$ cat src/sv/sdspi_pkg.sv
// Shared types and constants for the SD card SPI-mode init and block write sequencer.
// Used by the channel interfaces and by the top level; depends on nothing.
package sdspi_pkg;

  // Selector codes of a request.
  typedef enum logic [1:0] {
    FUNC_INIT  = 2'd0,
    FUNC_WRITE = 2'd1,
    FUNC_DONE  = 2'd2,
    FUNC_NONE  = 2'd3
  } func_t;

  // Configuration register indexes.
  localparam int CFG_INDEX_W = 1;
  localparam int CFG_DATA_W  = 8;
  localparam logic [CFG_INDEX_W-1:0] REG_POLL_LIMIT = 1'd0;
  localparam logic [CFG_INDEX_W-1:0] REG_WAKE_BYTES = 1'd1;

  localparam logic [7:0] POLL_LIMIT_RESET = 8'd100;
  localparam logic [7:0] WAKE_BYTES_RESET = 8'd20;
  localparam int         BLOCK_BYTES_DEF  = 512;

  // Command framing.
  localparam logic [7:0]  CMD_START   = 8'h40;
  localparam logic [5:0]  CMD_GO_IDLE = 6'd0;
  localparam logic [5:0]  CMD_IF_COND = 6'd8;
  localparam logic [5:0]  CMD_APP     = 6'd55;
  localparam logic [5:0]  CMD_OP_COND = 6'd41;
  localparam logic [5:0]  CMD_WRITE   = 6'd24;
  localparam logic [31:0] ARG_IF_COND = 32'h0000_01AA;
  localparam logic [31:0] ARG_OP_COND = 32'h4000_0000;
  localparam logic [7:0]  CRC_GO_IDLE = 8'h95;
  localparam logic [7:0]  CRC_IF_COND = 8'h87;
  localparam int          CMD_BYTES   = 6;
  localparam int          R7_BYTES    = 4;
  localparam int          CRC_BYTES   = 2;

  // Bus values.
  localparam logic [7:0] BYTE_IDLE   = 8'hFF;
  localparam logic [7:0] TOKEN_START = 8'hFE;
  localparam logic [7:0] REPLY_IDLE  = 8'h01;
  localparam logic [7:0] REPLY_READY = 8'h00;

  typedef struct packed {
    logic [1:0]  func;
    logic [31:0] block_address;
    logic [7:0]  rx_byte;
    logic [7:0]  data_byte;
  } req_t;

  typedef struct packed {
    logic       send;
    logic [7:0] tx_byte;
    logic       select_card;
    logic       data_taken;
    logic       finished;
    logic       failed;
    logic [7:0] response;
  } rsp_t;

endpackage

$ cat src/sv/sdspi_if.sv
// Valid/ready channel interfaces for requests and results of the sequencer.
// Depends on sdspi_pkg for the payload types.
interface sdspi_req_if;
  import sdspi_pkg::*;
  logic valid;
  logic ready;
  req_t payload;
  modport source (output valid, output payload, input ready);
  modport sink (input valid, input payload, output ready);
endinterface

interface sdspi_rsp_if;
  import sdspi_pkg::*;
  logic valid;
  logic ready;
  rsp_t payload;
  modport source (output valid, output payload, input ready);
  modport sink (input valid, input payload, output ready);
endinterface

$ cat src/sv/sd_spi_init_and_block_write.sv
// Top level of the SD card SPI-mode init and single block write sequencer.
// Depends on sdspi_pkg and the channel interfaces in sdspi_if.sv.
//
// Usage: each request on req is one step of the sequencer. FUNC_INIT starts
// card initialization, FUNC_WRITE starts a block write at block_address, and
// FUNC_DONE reports that the previous byte exchange finished, with the byte
// read back in rx_byte. Each request yields exactly one result on rsp: either
// the next byte to exchange (send, tx_byte, select_card, data_taken) or an
// end report (finished, failed). response always holds the last card reply.
// When data_taken is set, data_byte of that request was sent as payload.
// One request is accepted every cycle, since the next state and the result
// come from one short decode of the phase register and counters into the
// result register. A start request aborts any running operation.
// Configuration (poll_limit, wake_bytes) is to be written through cfg_write
// only while idle; the sequencer itself does not enforce this.
// Reset is synchronous and leaves the sequencer idle with no result pending.
// If the receiver stalls, the result register holds and req.ready drops until
// the result is taken; a new request is accepted in the cycle it is taken.
module sd_spi_init_and_block_write #(
  parameter int BLOCK_BYTES = sdspi_pkg::BLOCK_BYTES_DEF
) (
  input  logic                               clk,
  input  logic                               rst,
  sdspi_req_if.sink                          req,
  sdspi_rsp_if.source                        rsp,
  input  logic                               cfg_write,
  input  logic [sdspi_pkg::CFG_INDEX_W-1:0]  cfg_index,
  input  logic [sdspi_pkg::CFG_DATA_W-1:0]   cfg_data
);
  import sdspi_pkg::*;

  localparam int CW = ($clog2(BLOCK_BYTES) > 8) ? $clog2(BLOCK_BYTES) : 8;

  typedef enum logic [4:0] {
    PH_IDLE, PH_WAKE,
    PH_C0_SEND, PH_C0_POLL, PH_C0_TAIL,
    PH_C8_SEND, PH_C8_POLL, PH_C8_R7, PH_C8_TAIL,
    PH_C55_SEND, PH_C55_POLL, PH_C55_TAIL,
    PH_C41_SEND, PH_C41_POLL, PH_C41_TAIL,
    PH_C24_SEND, PH_C24_POLL,
    PH_TOKEN, PH_DATA, PH_CRC, PH_DRESP, PH_BUSY, PH_W_TAIL
  } phase_t;

  logic [7:0]    poll_limit;
  logic [7:0]    wake_bytes;
  phase_t        phase, phase_next;
  logic [CW-1:0] byte_count, byte_count_next;
  logic [7:0]    poll_count, poll_count_next;
  logic [31:0]   address_hold, address_hold_next;
  logic [7:0]    last_reply, last_reply_next;
  rsp_t          result_next;

  logic          accept;
  logic [CW:0]   count_inc;
  logic [8:0]    poll_inc;
  logic [7:0]    plim, wlim;
  logic          go_en;
  phase_t        go_phase;
  logic          quiet, fin, fail;
  logic [5:0]    cmd_code;
  logic [31:0]   cmd_arg;
  logic [7:0]    cmd_crc;
  logic [7:0]    cmd_tx;
  logic [7:0]    tx;
  logic          sel, taken;

  assign req.ready = !rsp.valid || rsp.ready;
  assign accept    = req.valid && req.ready;

  assign count_inc = {1'b0, byte_count} + 1'b1;
  assign poll_inc  = {1'b0, poll_count} + 1'b1;
  assign plim      = (poll_limit == 8'd0) ? 8'd1 : poll_limit;
  assign wlim      = (wake_bytes == 8'd0) ? 8'd1 : wake_bytes;

  // Next state: one step of the sequence per request.
  always_comb begin
    phase_next        = phase;
    byte_count_next   = byte_count;
    poll_count_next   = poll_count;
    address_hold_next = address_hold;
    last_reply_next   = last_reply;
    go_en             = 1'b0;
    go_phase          = phase;
    quiet             = 1'b0;
    fin               = 1'b0;
    fail              = 1'b0;
    if (req.payload.func == FUNC_INIT) begin
      go_en    = 1'b1;
      go_phase = PH_WAKE;
    end else if (req.payload.func == FUNC_WRITE) begin
      address_hold_next = req.payload.block_address;
      go_en             = 1'b1;
      go_phase          = PH_C24_SEND;
    end else if (req.payload.func == FUNC_NONE || phase == PH_IDLE) begin
      quiet = 1'b1;
    end else begin
      unique case (phase)
        PH_WAKE: begin
          if (count_inc >= (CW+1)'(wlim)) begin
            go_en    = 1'b1;
            go_phase = PH_C0_SEND;
          end else begin
            byte_count_next = count_inc[CW-1:0];
          end
        end
        PH_C0_SEND, PH_C8_SEND, PH_C55_SEND, PH_C41_SEND, PH_C24_SEND: begin
          if (count_inc >= (CW+1)'(CMD_BYTES)) begin
            go_en    = 1'b1;
            go_phase = phase_t'(phase + 5'd1);
          end else begin
            byte_count_next = count_inc[CW-1:0];
          end
        end
        PH_C0_POLL, PH_C8_POLL, PH_C55_POLL, PH_C41_POLL, PH_C24_POLL: begin
          if (req.payload.rx_byte != BYTE_IDLE || poll_inc >= {1'b0, plim}) begin
            last_reply_next = req.payload.rx_byte;
            go_en           = 1'b1;
            if (phase == PH_C24_POLL) begin
              if (req.payload.rx_byte != REPLY_READY) begin
                go_phase = PH_IDLE;
                quiet    = 1'b1;
                fin      = 1'b1;
                fail     = 1'b1;
              end else begin
                go_phase = PH_TOKEN;
              end
            end else begin
              go_phase = phase_t'(phase + 5'd1);
            end
          end else begin
            poll_count_next = poll_inc[7:0];
          end
        end
        PH_C0_TAIL: begin
          go_en    = 1'b1;
          go_phase = (last_reply == REPLY_IDLE) ? PH_C8_SEND : PH_C0_SEND;
        end
        PH_C8_R7: begin
          if (count_inc >= (CW+1)'(R7_BYTES)) begin
            go_en    = 1'b1;
            go_phase = PH_C8_TAIL;
          end else begin
            byte_count_next = count_inc[CW-1:0];
          end
        end
        PH_C8_TAIL: begin
          go_en    = 1'b1;
          go_phase = PH_C55_SEND;
        end
        PH_C55_TAIL: begin
          go_en    = 1'b1;
          go_phase = PH_C41_SEND;
        end
        PH_C41_TAIL: begin
          go_en = 1'b1;
          if (last_reply == REPLY_READY) begin
            go_phase = PH_IDLE;
            quiet    = 1'b1;
            fin      = 1'b1;
          end else begin
            go_phase = PH_C55_SEND;
          end
        end
        PH_TOKEN: begin
          go_en    = 1'b1;
          go_phase = PH_DATA;
        end
        PH_DATA: begin
          if (count_inc >= (CW+1)'(BLOCK_BYTES)) begin
            go_en    = 1'b1;
            go_phase = PH_CRC;
          end else begin
            byte_count_next = count_inc[CW-1:0];
          end
        end
        PH_CRC: begin
          if (count_inc >= (CW+1)'(CRC_BYTES)) begin
            go_en    = 1'b1;
            go_phase = PH_DRESP;
          end else begin
            byte_count_next = count_inc[CW-1:0];
          end
        end
        PH_DRESP: begin
          last_reply_next = req.payload.rx_byte;
          go_en           = 1'b1;
          go_phase        = PH_BUSY;
        end
        PH_BUSY: begin
          if (req.payload.rx_byte == BYTE_IDLE) begin
            go_en    = 1'b1;
            go_phase = PH_W_TAIL;
          end
        end
        default: begin
          // Write tail: the operation is over.
          go_en    = 1'b1;
          go_phase = PH_IDLE;
          quiet    = 1'b1;
          fin      = 1'b1;
        end
      endcase
    end
    if (go_en) begin
      phase_next      = go_phase;
      byte_count_next = '0;
      poll_count_next = '0;
    end
  end

  // Command frame fields for the phase about to be sent.
  always_comb begin
    cmd_code = CMD_WRITE;
    cmd_arg  = address_hold_next;
    cmd_crc  = BYTE_IDLE;
    unique case (phase_next)
      PH_C0_SEND: begin
        cmd_code = CMD_GO_IDLE;
        cmd_arg  = '0;
        cmd_crc  = CRC_GO_IDLE;
      end
      PH_C8_SEND: begin
        cmd_code = CMD_IF_COND;
        cmd_arg  = ARG_IF_COND;
        cmd_crc  = CRC_IF_COND;
      end
      PH_C55_SEND: begin
        cmd_code = CMD_APP;
        cmd_arg  = '0;
      end
      PH_C41_SEND: begin
        cmd_code = CMD_OP_COND;
        cmd_arg  = ARG_OP_COND;
      end
      default: begin
      end
    endcase
    case (byte_count_next[2:0])
      3'd0:    cmd_tx = CMD_START | {2'b00, cmd_code};
      3'd1:    cmd_tx = cmd_arg[31:24];
      3'd2:    cmd_tx = cmd_arg[23:16];
      3'd3:    cmd_tx = cmd_arg[15:8];
      3'd4:    cmd_tx = cmd_arg[7:0];
      default: cmd_tx = cmd_crc;
    endcase
  end

  // Byte to exchange next, chosen by the new phase.
  always_comb begin
    tx    = BYTE_IDLE;
    sel   = 1'b1;
    taken = 1'b0;
    case (phase_next)
      PH_WAKE, PH_C0_TAIL, PH_C8_TAIL, PH_C55_TAIL, PH_C41_TAIL, PH_W_TAIL: begin
        sel = 1'b0;
      end
      PH_C0_SEND, PH_C8_SEND, PH_C55_SEND, PH_C41_SEND, PH_C24_SEND: begin
        tx = cmd_tx;
      end
      PH_TOKEN: begin
        tx = TOKEN_START;
      end
      PH_DATA: begin
        tx    = req.payload.data_byte;
        taken = 1'b1;
      end
      default: begin
      end
    endcase
    result_next.send        = !quiet;
    result_next.tx_byte     = quiet ? 8'h00 : tx;
    result_next.select_card = !quiet && sel;
    result_next.data_taken  = !quiet && taken;
    result_next.finished    = fin;
    result_next.failed      = fail;
    result_next.response    = last_reply_next;
  end

  // State, configuration and the result register.
  always_ff @(posedge clk) begin
    if (rst) begin
      poll_limit   <= POLL_LIMIT_RESET;
      wake_bytes   <= WAKE_BYTES_RESET;
      phase        <= PH_IDLE;
      byte_count   <= '0;
      poll_count   <= '0;
      address_hold <= '0;
      last_reply   <= BYTE_IDLE;
      rsp.valid    <= 1'b0;
    end else begin
      if (cfg_write) begin
        unique case (cfg_index)
          REG_POLL_LIMIT: poll_limit <= cfg_data;
          REG_WAKE_BYTES: wake_bytes <= cfg_data;
          default: begin
          end
        endcase
      end
      if (accept) begin
        phase        <= phase_next;
        byte_count   <= byte_count_next;
        poll_count   <= poll_count_next;
        address_hold <= address_hold_next;
        last_reply   <= last_reply_next;
        rsp.valid    <= 1'b1;
        rsp.payload  <= result_next;
      end else if (rsp.ready) begin
        rsp.valid <= 1'b0;
      end
    end
  end

  // A payload byte is only ever sent with the card selected.
  a_taken_selected: assert property (@(posedge clk) disable iff (rst)
    rsp.valid && rsp.payload.data_taken |-> rsp.payload.send && rsp.payload.select_card)
    else $error("payload byte taken without a selected exchange");

  // An end report leaves the sequencer idle and issues no exchange.
  a_finish_idle: assert property (@(posedge clk) disable iff (rst)
    rsp.valid && rsp.payload.finished |-> phase == PH_IDLE && !rsp.payload.send)
    else $error("finished reported while an exchange is pending");

  // A failure is always an end report.
  a_fail_finish: assert property (@(posedge clk) disable iff (rst)
    rsp.valid && rsp.payload.failed |-> rsp.payload.finished)
    else $error("failed without finished");

  // A start of init answers with a deselected idle byte in the next cycle.
  a_init_wake: assert property (@(posedge clk) disable iff (rst)
    accept && req.payload.func == FUNC_INIT |=>
      rsp.valid && !rsp.payload.select_card && rsp.payload.tx_byte == BYTE_IDLE)
    else $error("init did not start with a wake byte");

  // A start of write opens with the CMD24 command byte.
  a_write_cmd: assert property (@(posedge clk) disable iff (rst)
    accept && req.payload.func == FUNC_WRITE |=>
      rsp.valid && rsp.payload.select_card && phase == PH_C24_SEND &&
      rsp.payload.tx_byte == (CMD_START | {2'b00, CMD_WRITE}))
    else $error("write did not start with its command byte");

endmodule
$ cat src/flat_wrapper.sv
// flat-port wrapper written by rule: the top's interface ports become plain ports
module sd_spi_init_and_block_write_flat import sdspi_pkg::*;
#(
  parameter int BLOCK_BYTES = sdspi_pkg::BLOCK_BYTES_DEF
)
  (clk, rst, cfg_write, cfg_index, cfg_data, req_valid, req_payload, req_ready, rsp_valid, rsp_payload, rsp_ready);
  sdspi_req_if req_i ();
  sdspi_rsp_if rsp_i ();
  input  logic clk;
  input  logic rst;
  input  logic cfg_write;
  input  logic [sdspi_pkg::CFG_INDEX_W-1:0] cfg_index;
  input  logic [sdspi_pkg::CFG_DATA_W-1:0] cfg_data;
  input wire logic [$bits(req_i.valid)-1:0] req_valid;
  input wire logic [$bits(req_i.payload)-1:0] req_payload;
  output wire logic [$bits(req_i.ready)-1:0] req_ready;
  output wire logic [$bits(rsp_i.valid)-1:0] rsp_valid;
  output wire logic [$bits(rsp_i.payload)-1:0] rsp_payload;
  input wire logic [$bits(rsp_i.ready)-1:0] rsp_ready;
  assign req_i.valid = req_valid;
  assign req_i.payload = req_payload;
  assign req_ready = req_i.ready;
  assign rsp_valid = rsp_i.valid;
  assign rsp_payload = rsp_i.payload;
  assign rsp_i.ready = rsp_ready;
  sd_spi_init_and_block_write #(.BLOCK_BYTES(BLOCK_BYTES)) u_core (.clk(clk), .rst(rst), .req(req_i), .rsp(rsp_i), .cfg_write(cfg_write), .cfg_index(cfg_index), .cfg_data(cfg_data));
endmodule
$ cat config.mk
export PLATFORM = sky130hd
export DESIGN_NAME = sd_spi_init_and_block_write_flat
export DESIGN_NICKNAME = d
export VERILOG_FILES = /design/src/sv/sdspi_pkg.sv /design/src/sv/sdspi_if.sv /design/src/sv/sd_spi_init_and_block_write.sv /design/src/flat_wrapper.sv
export SDC_FILE = /design/constraint.sdc
export NUM_CORES = 1
export LEC_CHECK = 0
export BUFFER_PORTS_ARGS = -buffer_cell sky130_fd_sc_hd__buf_2
export CORE_MARGIN = 5
export CORE_UTILIZATION = 30
export DETAILED_ROUTE_END_ITERATION = 12
export PLACE_DENSITY = 0.45
export SLEW_MARGIN = 20
export SYNTH_ARGS = -nofsm -noshare
export SYNTH_HDL_FRONTEND = slang
export SYNTH_SLANG_ARGS = --single-unit
export TNS_END_PERCENT = 50
$ cat constraint.sdc
create_clock -name clk -period 10.6 [get_ports clk]
set_input_delay 0 -clock clk [delete_from_list [all_inputs] [get_ports clk]]
set_output_delay 0 -clock clk [all_outputs]
set_load 0.02 [all_outputs]
==> results of run 1 <==
## state kept, by name (all words and copies together) (netlist names)
name	flops
u_core.poll_count	8
u_core.phase	5
u_core.rsp.payload	21
u_core.rsp.valid	1
u_core.poll_limit	8
u_core.address_hold	32
u_core.byte_count	9
u_core.wake_bytes	8
u_core.last_reply	8
## cell usage after synthesis (4+ instances only)
master | instances | area, um^2
nand2_1 | 168 | 631
a21oi_1 | 103 | 515
dfxtp_1 | 79 | 1580
nor2_1 | 78 | 293
clkbuf_1 | 37 | 139
inv_1 | 28 | 105
ha_1 | 24 | 300
edfxtp_1 | 21 | 631
o22ai_1 | 18 | 113
nand3_1 | 17 | 85.1
nor3_1 | 17 | 85.1
nand2b_1 | 13 | 81.3
nand3b_1 | 13 | 97.6
o21ai_0 | 13 | 65.1
xnor2_1 | 13 | 114
mux2_2 | 11 | 124
mux2i_1 | 11 | 110
a31oi_1 | 10 | 62.6
and3_1 | 10 | 62.6
a21o_1 | 8 | 60.1
nor4_1 | 8 | 50.1
a211oi_1 | 7 | 52.6
nand4_1 | 7 | 43.8
or3_1 | 7 | 43.8
and2_1 | 6 | 37.5
a31o_2 | 5 | 43.8
nor2b_1 | 5 | 31.3
nor3b_1 | 5 | 37.5
o211ai_1 | 5 | 37.5
o21a_1 | 5 | 37.5
o221ai_1 | 5 | 43.8
o2bb2ai_1 | 5 | 43.8
or2_2 | 5 | 31.3
xor2_1 | 5 | 43.8
a211o_1 | 4 | 35.0
a22oi_1 | 4 | 30.0
a41o_1 | 4 | 40.0
buf_1 | 4 | 15.0
buf_2 | 4 | 20.0
mux4_2 | 4 | 90.1
## kinds of logic (layout without fill, tap and decap cells)
family / after synthesis / after routing / share of synthesized area, %
AND/OR/NAND/NOR: 382 / 382 / 27.5
AO/OA/AOI/OAI: 234 / 234 / 23.3
flip-flops: 100 / 100 / 33.0
buffers and inverters: 75 / 185 / 4.45
multiplexers: 26 / 26 / 4.84
adder cells (fa/ha/maj): 24 / 24 / 4.49
XOR/XNOR: 18 / 18 / 2.35
## power by group
| part | total, uW | internal (uW) | switching [uW] |
|---|---|---|---|
| Combinational | 238 | 94.7 | 143 |
| Clock | 324 | 162 | 162 |
| Sequential | 421 | 409 | 12.5 |
## critical path, stage by stage, from the launching register on
cell and delay [ps]:
dfxtp_1 400, ha_1 230, nand3_1 90, or2_2 320, xnor2_1 200, ha_1 280
nand3_1 140, nor2_1 70, nor4_1 490, a21oi_1 270, or4b_4 640, a21oi_2 680
o21ai_0 270, nand3_1 190, nor2_1 150, nor4_1 880, a21oi_1 80, o22ai_1 210
## worst paths after layout
| check | slack (ps) | cells past startpoint | endpoint | startpoint |
|---|---|---|---|---|
| hold reg to reg | 460 | 2 | u_core.poll_limit[1] | u_core.poll_limit[1] |
| hold / removal | 10 | 2 | u_core.rsp.payload[0] | req_payload[8] |
| setup / recovery | 4860 | 17 | u_core.rsp.payload[16] | u_core.poll_count[0] |
| setup reg to reg | 4860 | 17 | u_core.rsp.payload[16] | u_core.poll_count[0] |
## cell type report
cell class / instances / area (um^2)
clock buffers: 10 / 229
clock inverters: 6 / 45.0
fillers: 2372 / 13800
inverters: 28 / 105
multi-input cells: 684 / 4200
flip-flops and latches: 100 / 2210
well taps: 280 / 350
repair buffers: 141 / 963
## metal layers
layer | vias up | wire (um) | share of wire (%) | GRT usage, %
met5 | - | 0 | 0 | 0
met4 | 0 | 243 | 1.2 | 3.72
met3 | 17 | 830 | 4.0 | 2.36
met2 | 143 | 9570 | 46 | 25.8
met1 | 3120 | 10300 | 49 | 23.1
li1 | 3320 | - | - | -
## through the flow
step                total power, uW  area (um^2)
floorplan                       588         6700
global placement                656         7340
detailed placement              654         7340
CTS                             994         8100
global route                   1040         8100
finish                          983         8100
## repair_timing
item,4_1_cts,5_1_grt
endpoints found under the hold margin,55,0
setup buffers,0,0
gates resized for setup,0,0
hold buffers,48,0
==> impl_metrics.csv, run 1 <==
group,metric,value,unit
status,status,"complete, no violations",
cts,clkTransAtPathRegs,80,ps
timing,period_share,54.1,%
timing,period_needed,5740,ps
setup_path,crit_type,"register to register",
floorplan,ios,87,
yosys,synth_seq_area_share,33.0,%
cells_and_area,fin_nets,1052,
floorplan,die_w,159,um
routing,drtIter0Drc,530,
cts,cts_sinks,100,
yosys,syn-cell-area,6700,um^2
cells_and_area,area_growth,21.0,%
place,io_buffer_count,86,
cts,clock_tree.root_cell,"clkbuf_16",
routing,vias,6600,
place,gp_congestion,0.893,
timing,fmax,174,MHz
place,placed_cells,1185,
setup_path,startpoint_type,"register",
grt,grt_pass1_vias,6410,
routing,dr.pass1.iters,5,
min_path,min_path_type,"input pin to register",
grt,grt-ovfl-total,0,
timing,worstMarginPinSlew,983,ps
timing,timing.slew.headroom,33.8,%
cells_and_area,fin_util,37.0,%
timing,fin_ws,4860,ps
place,dp_hpwl,15100,um
yosys,avgSynthCellArea,7.79,um^2
grt,grt_max_degree,50,
pwr,p_per_area,121,nW/um^2
cts,cts_max_path_buffers,2,
yosys,syn_inst,859,
floorplan,rows,54,
cells_and_area,layout.cells.non_filler,1249,
yosys,syn_nets,947,
timing,drv_slew,0,
cells_and_area,n_antenna_cell,0,
timing,rsz0062_at_grt,"false",
cts,cts_tree,"yes",
timing,hold_viol,0,
cts,htreeDepth,3,
yosys,ys_seq_elements,100,
place,pre_cts_slack,4920,ps
floorplan,die_h,159,um
routing,via_per_inst,5.28,
cts,cts_buffers,9,
grt,track_usage,16.2,%
pwr,ir_drop,0.0632,mV
grt,grt_pass1_wl,34200,um
setup_path,arrival,5940,ps
yosys,ys.flop_type,"dfxtp_1",
floorplan,start_util,30.6,%
cells_and_area,final_common_cell,"nand2_1",
timing,finalSetupViolations,0,
grt,antenna_found_initial,0,
yosys,postSynth.asyncResetShare,0,%
cells_and_area,drive_above_1_share,16.2,%
yosys,netlist-cell-type-count,84,
cells_and_area,layout_common_cells,"168 x nand2_1, 103 x a21oi_1, 86 x buf_2, 79 x dfxtp_1, 76 x nor2_1",
job,maxCapViolations,0,
floorplan,core,21900,um^2
floorplan,die-area,25400,um^2
setup_path,cp-end-kind,"register",
routing,drt_wl_total,21000,um
yosys,synth_edf_count,21,
routing,postRouteAntennaNets,0,
timing,hold_ws,12.3,ps
yosys,yosysWarnings,0,
setup_path,worstPathMaxFanout,16,
timing,setup_tns,0,ps
timing,fin_skew,7.93,ps
setup_path,crit_required,10800,ps
pwr,p_leak,0.00308,uW
routing,wl_per_cell,16.8,um
routing,drc,0,
cts,insertion_delay,360,ps
(Power assumes the default switching activity.)
==> run 2, diff against run 1 <==
PLACE_DENSITY = 0.47   (was 0.45)
clock period = 5.2 ns   (was 10.6 ns; I/O delays follow)
==> run 2 against run 1 <==
First-iteration DRC count is 2.3% higher. Sequential share of layout area is 0.79 points lower. Worst setup slack worse by 4500 ps. Largest cell class unchanged.
==> impl_metrics.csv, run 2 (synthesis results as in run 1) <==
group,metric,value,unit
cells_and_area,fin_nets,1080,
routing,via_per_inst,5.21,
timing,hold_viol,0,
cts,cts_buffers,9,
min_path,whs_path_depth,2,
pwr,p_leak,0.00324,uW
timing,fin_skew,11.3,ps
timing,finalSetupViolations,0,
timing,rsz0062_at_grt,"false",
setup_path,path_depth,17,
cts,htreeDepth,3,
min_path,min_path_type,"input pin to register",
setup_path,critical-path-max-stage-delay,540,ps
cts,insertion_delay,360,ps
grt,antenna_found_initial,0,
setup_path,cp-end-kind,"register",
cells_and_area,fillCellCount,2317,
setup_path,crit_required,5300,ps
place,placed_cells,1213,
job,maxCapViolations,0,
pwr,finalPower,2050,uW
timing,drv_slew,0,
routing,drc,0,
cts,clock_tree.root_cell,"clkbuf_16",
pwr,p_switching,664,uW
routing,drt_wl_total,21000,um
cts,cts_setup_buffers,0,
status,status,"complete, no violations",
setup_path,worstPathMaxFanout,7,
place,pre_cts_slack,306,ps
pwr,pwr-share-comb,25.0,%
grt,grt-ovfl-total,0,
cts,cts_max_path_buffers,2,
cts,clkTransAtPathRegs,80,ps
routing,vias,6652,
grt,met1_usage,22.8,%
place,dp_hpwl,15400,um
timing,timing.slew.headroom,29.1,%
routing,dr.pass1.iters,5,
setup_path,startpoint_type,"register",
routing,wl_per_cell,16.4,um
grt,top_usage_layer,"met2",
pwr,clkPwrFrac,33.1,%
routing,drtIter0Drc,542,
pwr,swShare,32.4,%
setup_path,slowest_stage,"or4_1",
cells_and_area,layout_common_cells,"167 x nand2_1, 103 x a21oi_1, 86 x buf_2, 79 x dfxtp_1, 76 x nor2_1",
cells_and_area,area_growth,24.6,%
place,gp_congestion,0.895,
setup_path,crit_family,"compound AO/OA/AOI/OAI gates",
floorplan,start_util,30.6,%
floorplan,die-area,25400,um^2
grt,use_met2,25.7,%
grt,met3_usage,2.67,%
setup_path,arrival,4970,ps
grt,track_usage,16.1,%
timing,worstMarginPinSlew,1060,ps
timing,fin_ws,330,ps
grt,grt_pass1_wl,34100,um
cells_and_area,layout.cells.non_filler,1277,
pwr,seqPwrFrac,41.9,%
pwr,internal-power,1390,uW
setup_path,critPathBufInv,0,
grt,grt_max_degree,56,
pwr,ir_drop,0.175,mV
floorplan,core,21900,um^2
routing,postRouteAntennaNets,0,
floorplan,die_w,159,um
cts,cts_tree,"yes",
setup_path,worstPathCellList,"ha_1 -> nand3_1 -> or2_2 -> xnor2_1 -> ha_1 -> nand3_1 -> nor2_1 -> or4_1 -> or2_1 -> a31o_2 -> a221oi_2 -> o2bb2ai_1 -> a21o_1 -> o22ai_2 -> nor2_1 -> a221oi_1 -> o22ai_1",
timing,hold_ws,15.6,ps
cells_and_area,n_antenna_cell,0,
place,io_buffer_count,86,
floorplan,rows,54,
cells_and_area,final_common_cell,"nand2_1",
timing,fmax,205,MHz
floorplan,ios,87,
timing,period_needed,4870,ps
cells_and_area,drive_above_1_share,19.1,%
cells_and_area,registers.top_by_ff_count,"u_core.address_hold",
floorplan,die_h,159,um
cts,cts_sinks,100,
cells_and_area,largest_reg_flops,32,
setup_path,rr_worst_depth,17,
timing,period_share,93.7,%
cells_and_area,reg.largest.list,"u_core.address_hold (32), u_core.rsp.payload (21), u_core.byte_count (9)",
setup_path,crit_type,"register to register",
pwr,p_per_area,246,nW/um^2
timing,setup_tns,0,ps
grt,grt_pass1_vias,6483,
[run 2: changes by cell type in the layout (fill, tap and decap cells not counted), sizes merged]
cell / delta
buf: +28
clkinv: +2
clkbuf: -1
clkinvlp: -1
[run 2: layer usage]
metal  routed length (um)  share of wire, %
met5                    0                 0
met4                  312               1.5
met3                  852               4.1
met2                 9380                45
met1                10400                50
[run 2: stage by stage]
step | utilization (%) | area, um^2
after floorplan | - | 6700
after global placement | 34.5 | 7550
after detailed placement | 34.5 | 7550
after CTS | 38.0 | 8330
after global routing | 38.1 | 8340
final | 38.1 | 8340
[run 2: worst paths after layout]
check | startpoint | slack, ps | endpoint
worst min-delay path | req_payload[14] | 20 | u_core.rsp.payload[6]
worst max register to register | u_core.poll_count[0] | 330 | u_core.rsp.payload[15]
worst max-delay path | u_core.poll_count[0] | 330 | u_core.rsp.payload[15]
worst min register to register | u_core.address_hold[24] | 450 | u_core.address_hold[24]
[run 2: what timing repair did]
item | in CTS | in global routing
setup endpoints to repair | 0 | 7
hold buffers | 48 | 0
hold endpoints to repair | 55 | 0
resized for setup | 0 | 2
[run 2: cell type report]
class / count / area [um^2] / share of cell area [%]
multi-input cells: 684 / 4210 / 50.4
repair buffers: 169 / 1170 / 14.1
clock inverters: 7 / 70.1 / 0.840
well taps: 280 / 350 / 4.20
inverters: 28 / 105 / 1.26
clock buffers: 9 / 225 / 2.70
flip-flops and latches: 100 / 2210 / 26.5
[run 2: power groups by stage]
stage	combinational (uW)	sequential, uW	clock [uW]
after floorplan	316	883	0
after global routing	563	863	734
after global placement	484	876	0
after CTS	508	858	703
after detailed placement	479	876	0
final	512	858	679
==> run 3, diff against run 2 <==
PLACE_DENSITY = 0.45   (was 0.47)
clock period = 6.1 ns   (was 5.2 ns; I/O delays follow)
==> run 3 against run 2 <==
Clock power shrank 14%. Global-route usage grew 0.14 points. First-iteration DRC count shrank 21%. Non-clock buffer count decreased by 24. Maximum frequency decreased by 9.9%. Sequential share of layout area grew 0.61 points. Critical endpoint is now u_core.rsp.payload[12]. Highest routed layer unchanged.
==> impl_metrics.csv, run 3 (synthesis results as in run 1) <==
group,metric,value,unit
floorplan,die_h,159,um
timing,fin_skew,15.4,ps
floorplan,ios,87,
timing,worstMarginPinSlew,964,ps
cells_and_area,final_common_cell,"nand2_1",
place,dpl_cell_area,7370,um^2
grt,track_usage,16.3,%
job,maxCapViolations,0,
cells_and_area,n_antenna_cell,0,
cells_and_area,multi_input_area,4200,um^2
pwr,internal-power,1160,uW
floorplan,start_util,30.6,%
pwr,ir_drop,0.128,mV
routing,via_per_inst,5.24,
pwr,p_switching,563,uW
place,gp_congestion,0.899,
cells_and_area,fin_util,37.3,%
routing,drtIter0Drc,430,
cts,cts_max_path_buffers,2,
routing,drc,0,
cells_and_area,reg.largest.list,"u_core.address_hold (32), u_core.rsp.payload (21), u_core.byte_count (9)",
cts,cts_buffers,9,
setup_path,cp_common_cell,"ha_1",
floorplan,rows,54,
cells_and_area,registers.top_by_ff_count,"u_core.address_hold",
routing,drt_wl_total,20900,um
timing,fmax,185,MHz
routing,wl_per_cell,16.7,um
timing,timing.slew.headroom,35.1,%
setup_path,critPathBufInv,0,
grt,antenna_found_initial,0,
timing,drv_slew,0,
setup_path,crit_type,"register to register",
setup_path,cp-end-kind,"register",
routing,dr.pass1.iters,5,
floorplan,die_w,159,um
setup_path,arrival,5490,ps
setup_path,r2r-end,"u_core.rsp.payload[12]",
cts,cts_sinks,100,
setup_path,r2r_start,"u_core.byte_count[0]",
floorplan,core,21900,um^2
cells_and_area,fin_nets,1056,
timing,rsz0062_at_grt,"false",
setup_path,worstPathCellList,"ha_1 -> and2_1 -> nand2_1 -> xnor2_1 -> ha_1 -> and3_1 -> nand4_1 -> o221a_2 -> a21oi_1 -> nor4b_2 -> o21ai_2 -> o32ai_2 -> or3_1 -> or2_4 -> a32o_1 -> a2111oi_2 -> o22ai_1",
place,placed_cells,1189,
cells_and_area,fillCellCount,2352,
cts,clkTransAtPathRegs,80,ps
setup_path,crit_family,"compound AO/OA/AOI/OAI gates",
cells_and_area,final_area,8160,um^2
place,pre_cts_slack,723,ps
cells_and_area,area_growth,21.8,%
grt,grt-ovfl-total,0,
pwr,seqPwrFrac,42.5,%
floorplan,die-area,25400,um^2
cts,htreeDepth,3,
pwr,p_per_area,212,nW/um^2
setup_path,critical-path-max-stage-delay,570,ps
timing,period_share,88.7,%
grt,grt_pass1_vias,6385,
min_path,hp-start,"req_payload[11]",
cells_and_area,layout.cells.non_filler,1253,
pwr,clkPwrFrac,33.7,%
grt,grt_max_degree,46,
setup_path,crit_required,6190,ps
cells_and_area,drive_above_1_share,16.8,%
min_path,min_path_type,"input pin to register",
cts,clock_tree.root_cell,"clkbuf_16",
cts,cts_resized,0,
timing,finalSetupViolations,0,
place,dp_hpwl,15200,um
setup_path,rr_worst_depth,17,
timing,period_needed,5410,ps
pwr,p_leak,0.00310,uW
min_path,whs_path_depth,2,
status,status,"complete, no violations",
setup_path,startpoint_type,"register",
setup_path,slowest_stage,"or3_1",
cells_and_area,layout_common_cells,"168 x nand2_1, 103 x a21oi_1, 86 x buf_2, 79 x dfxtp_1, 76 x nor2_1",
cts,insertion_delay,360,ps
timing,setup_tns,0,ps
cts,cts_tree,"yes",
setup_path,rrSetupSlack,690,ps
place,io_buffer_count,86,
pwr,pwr-share-comb,23.8,%
min_path,min_to,"u_core.rsp.payload[3]",
routing,vias,6562,
timing,hold_viol,0,
grt,grt_pass1_wl,34400,um
cts,cts_hold_buf,48,
cts,cts_setup_buffers,0,
setup_path,worstPathMaxFanout,9,
pwr,swShare,32.6,%
timing,fin_ws,692,ps
routing,postRouteAntennaNets,0,
cells_and_area,register_area,2210,um^2
cells_and_area,largest_reg_flops,32,
-- run 3: power by group through the flow --
stage | clock network (uW) | registers (uW) | logic (uW)
floorplan | 0 | 752 | 270
CTS | 604 | 735 | 411
global route | 632 | 739 | 457
detailed placement | 0 | 750 | 387
finish | 582 | 735 | 410
global placement | 0 | 750 | 390
-- run 3: worst max-delay path by stage --
stage | start | to | slack, ps | cells past startpoint
after global routing | u_core.poll_count[0] | u_core.rsp.payload[13] | 200 | 17
after global placement | u_core.poll_count[0] | u_core.rsp.payload[17] | 730 | 17
after floorplan | u_core.poll_count[0] | u_core.rsp.payload[12] | 1420 | 18
after detailed placement | u_core.poll_count[0] | u_core.rsp.payload[17] | 720 | 17
final | u_core.byte_count[0] | u_core.rsp.payload[12] | 690 | 17
after CTS | u_core.byte_count[0] | u_core.rsp.payload[12] | 700 | 17
-- run 3: through the flow --
step	total power (uW)	hold WS (ps)
floorplan	1020	118
global placement	1140	233
detailed placement	1140	234
CTS	1750	4.95
global route	1830	14.7
finish	1730	19.5
-- run 3: routing by layer --
metal  track usage, %  wire length (um)  share of wire [%]
met1             23.0             10400                 50
met2             26.0              9600                 46
met3             2.64               658                3.1
met4             3.99               252                1.2
met5                0                 0                  0
-- run 3: final cells by class --
class | count | area share, %
clock inverters | 7 | 0.875
repair buffers | 145 | 12.2
inverters | 28 | 1.29
multi-input cells | 684 | 51.5
clock buffers | 9 | 2.76
flip-flops and latches | 100 | 27.1
well taps | 280 | 4.30
-- run 3: worst reg2reg max path, stage by stage (launching register included) --
cell	delay [ps]
dfxtp_1	510
ha_1	310
and2_1	220
nand2_1	90
xnor2_1	170
ha_1	340
and3_1	160
nand4_1	90
o221a_2	330
a21oi_1	420
nor4b_2	130
o21ai_2	450
o32ai_2	310
or3_1	570
or2_4	310
a32o_1	260
a2111oi_2	370
o22ai_1	100
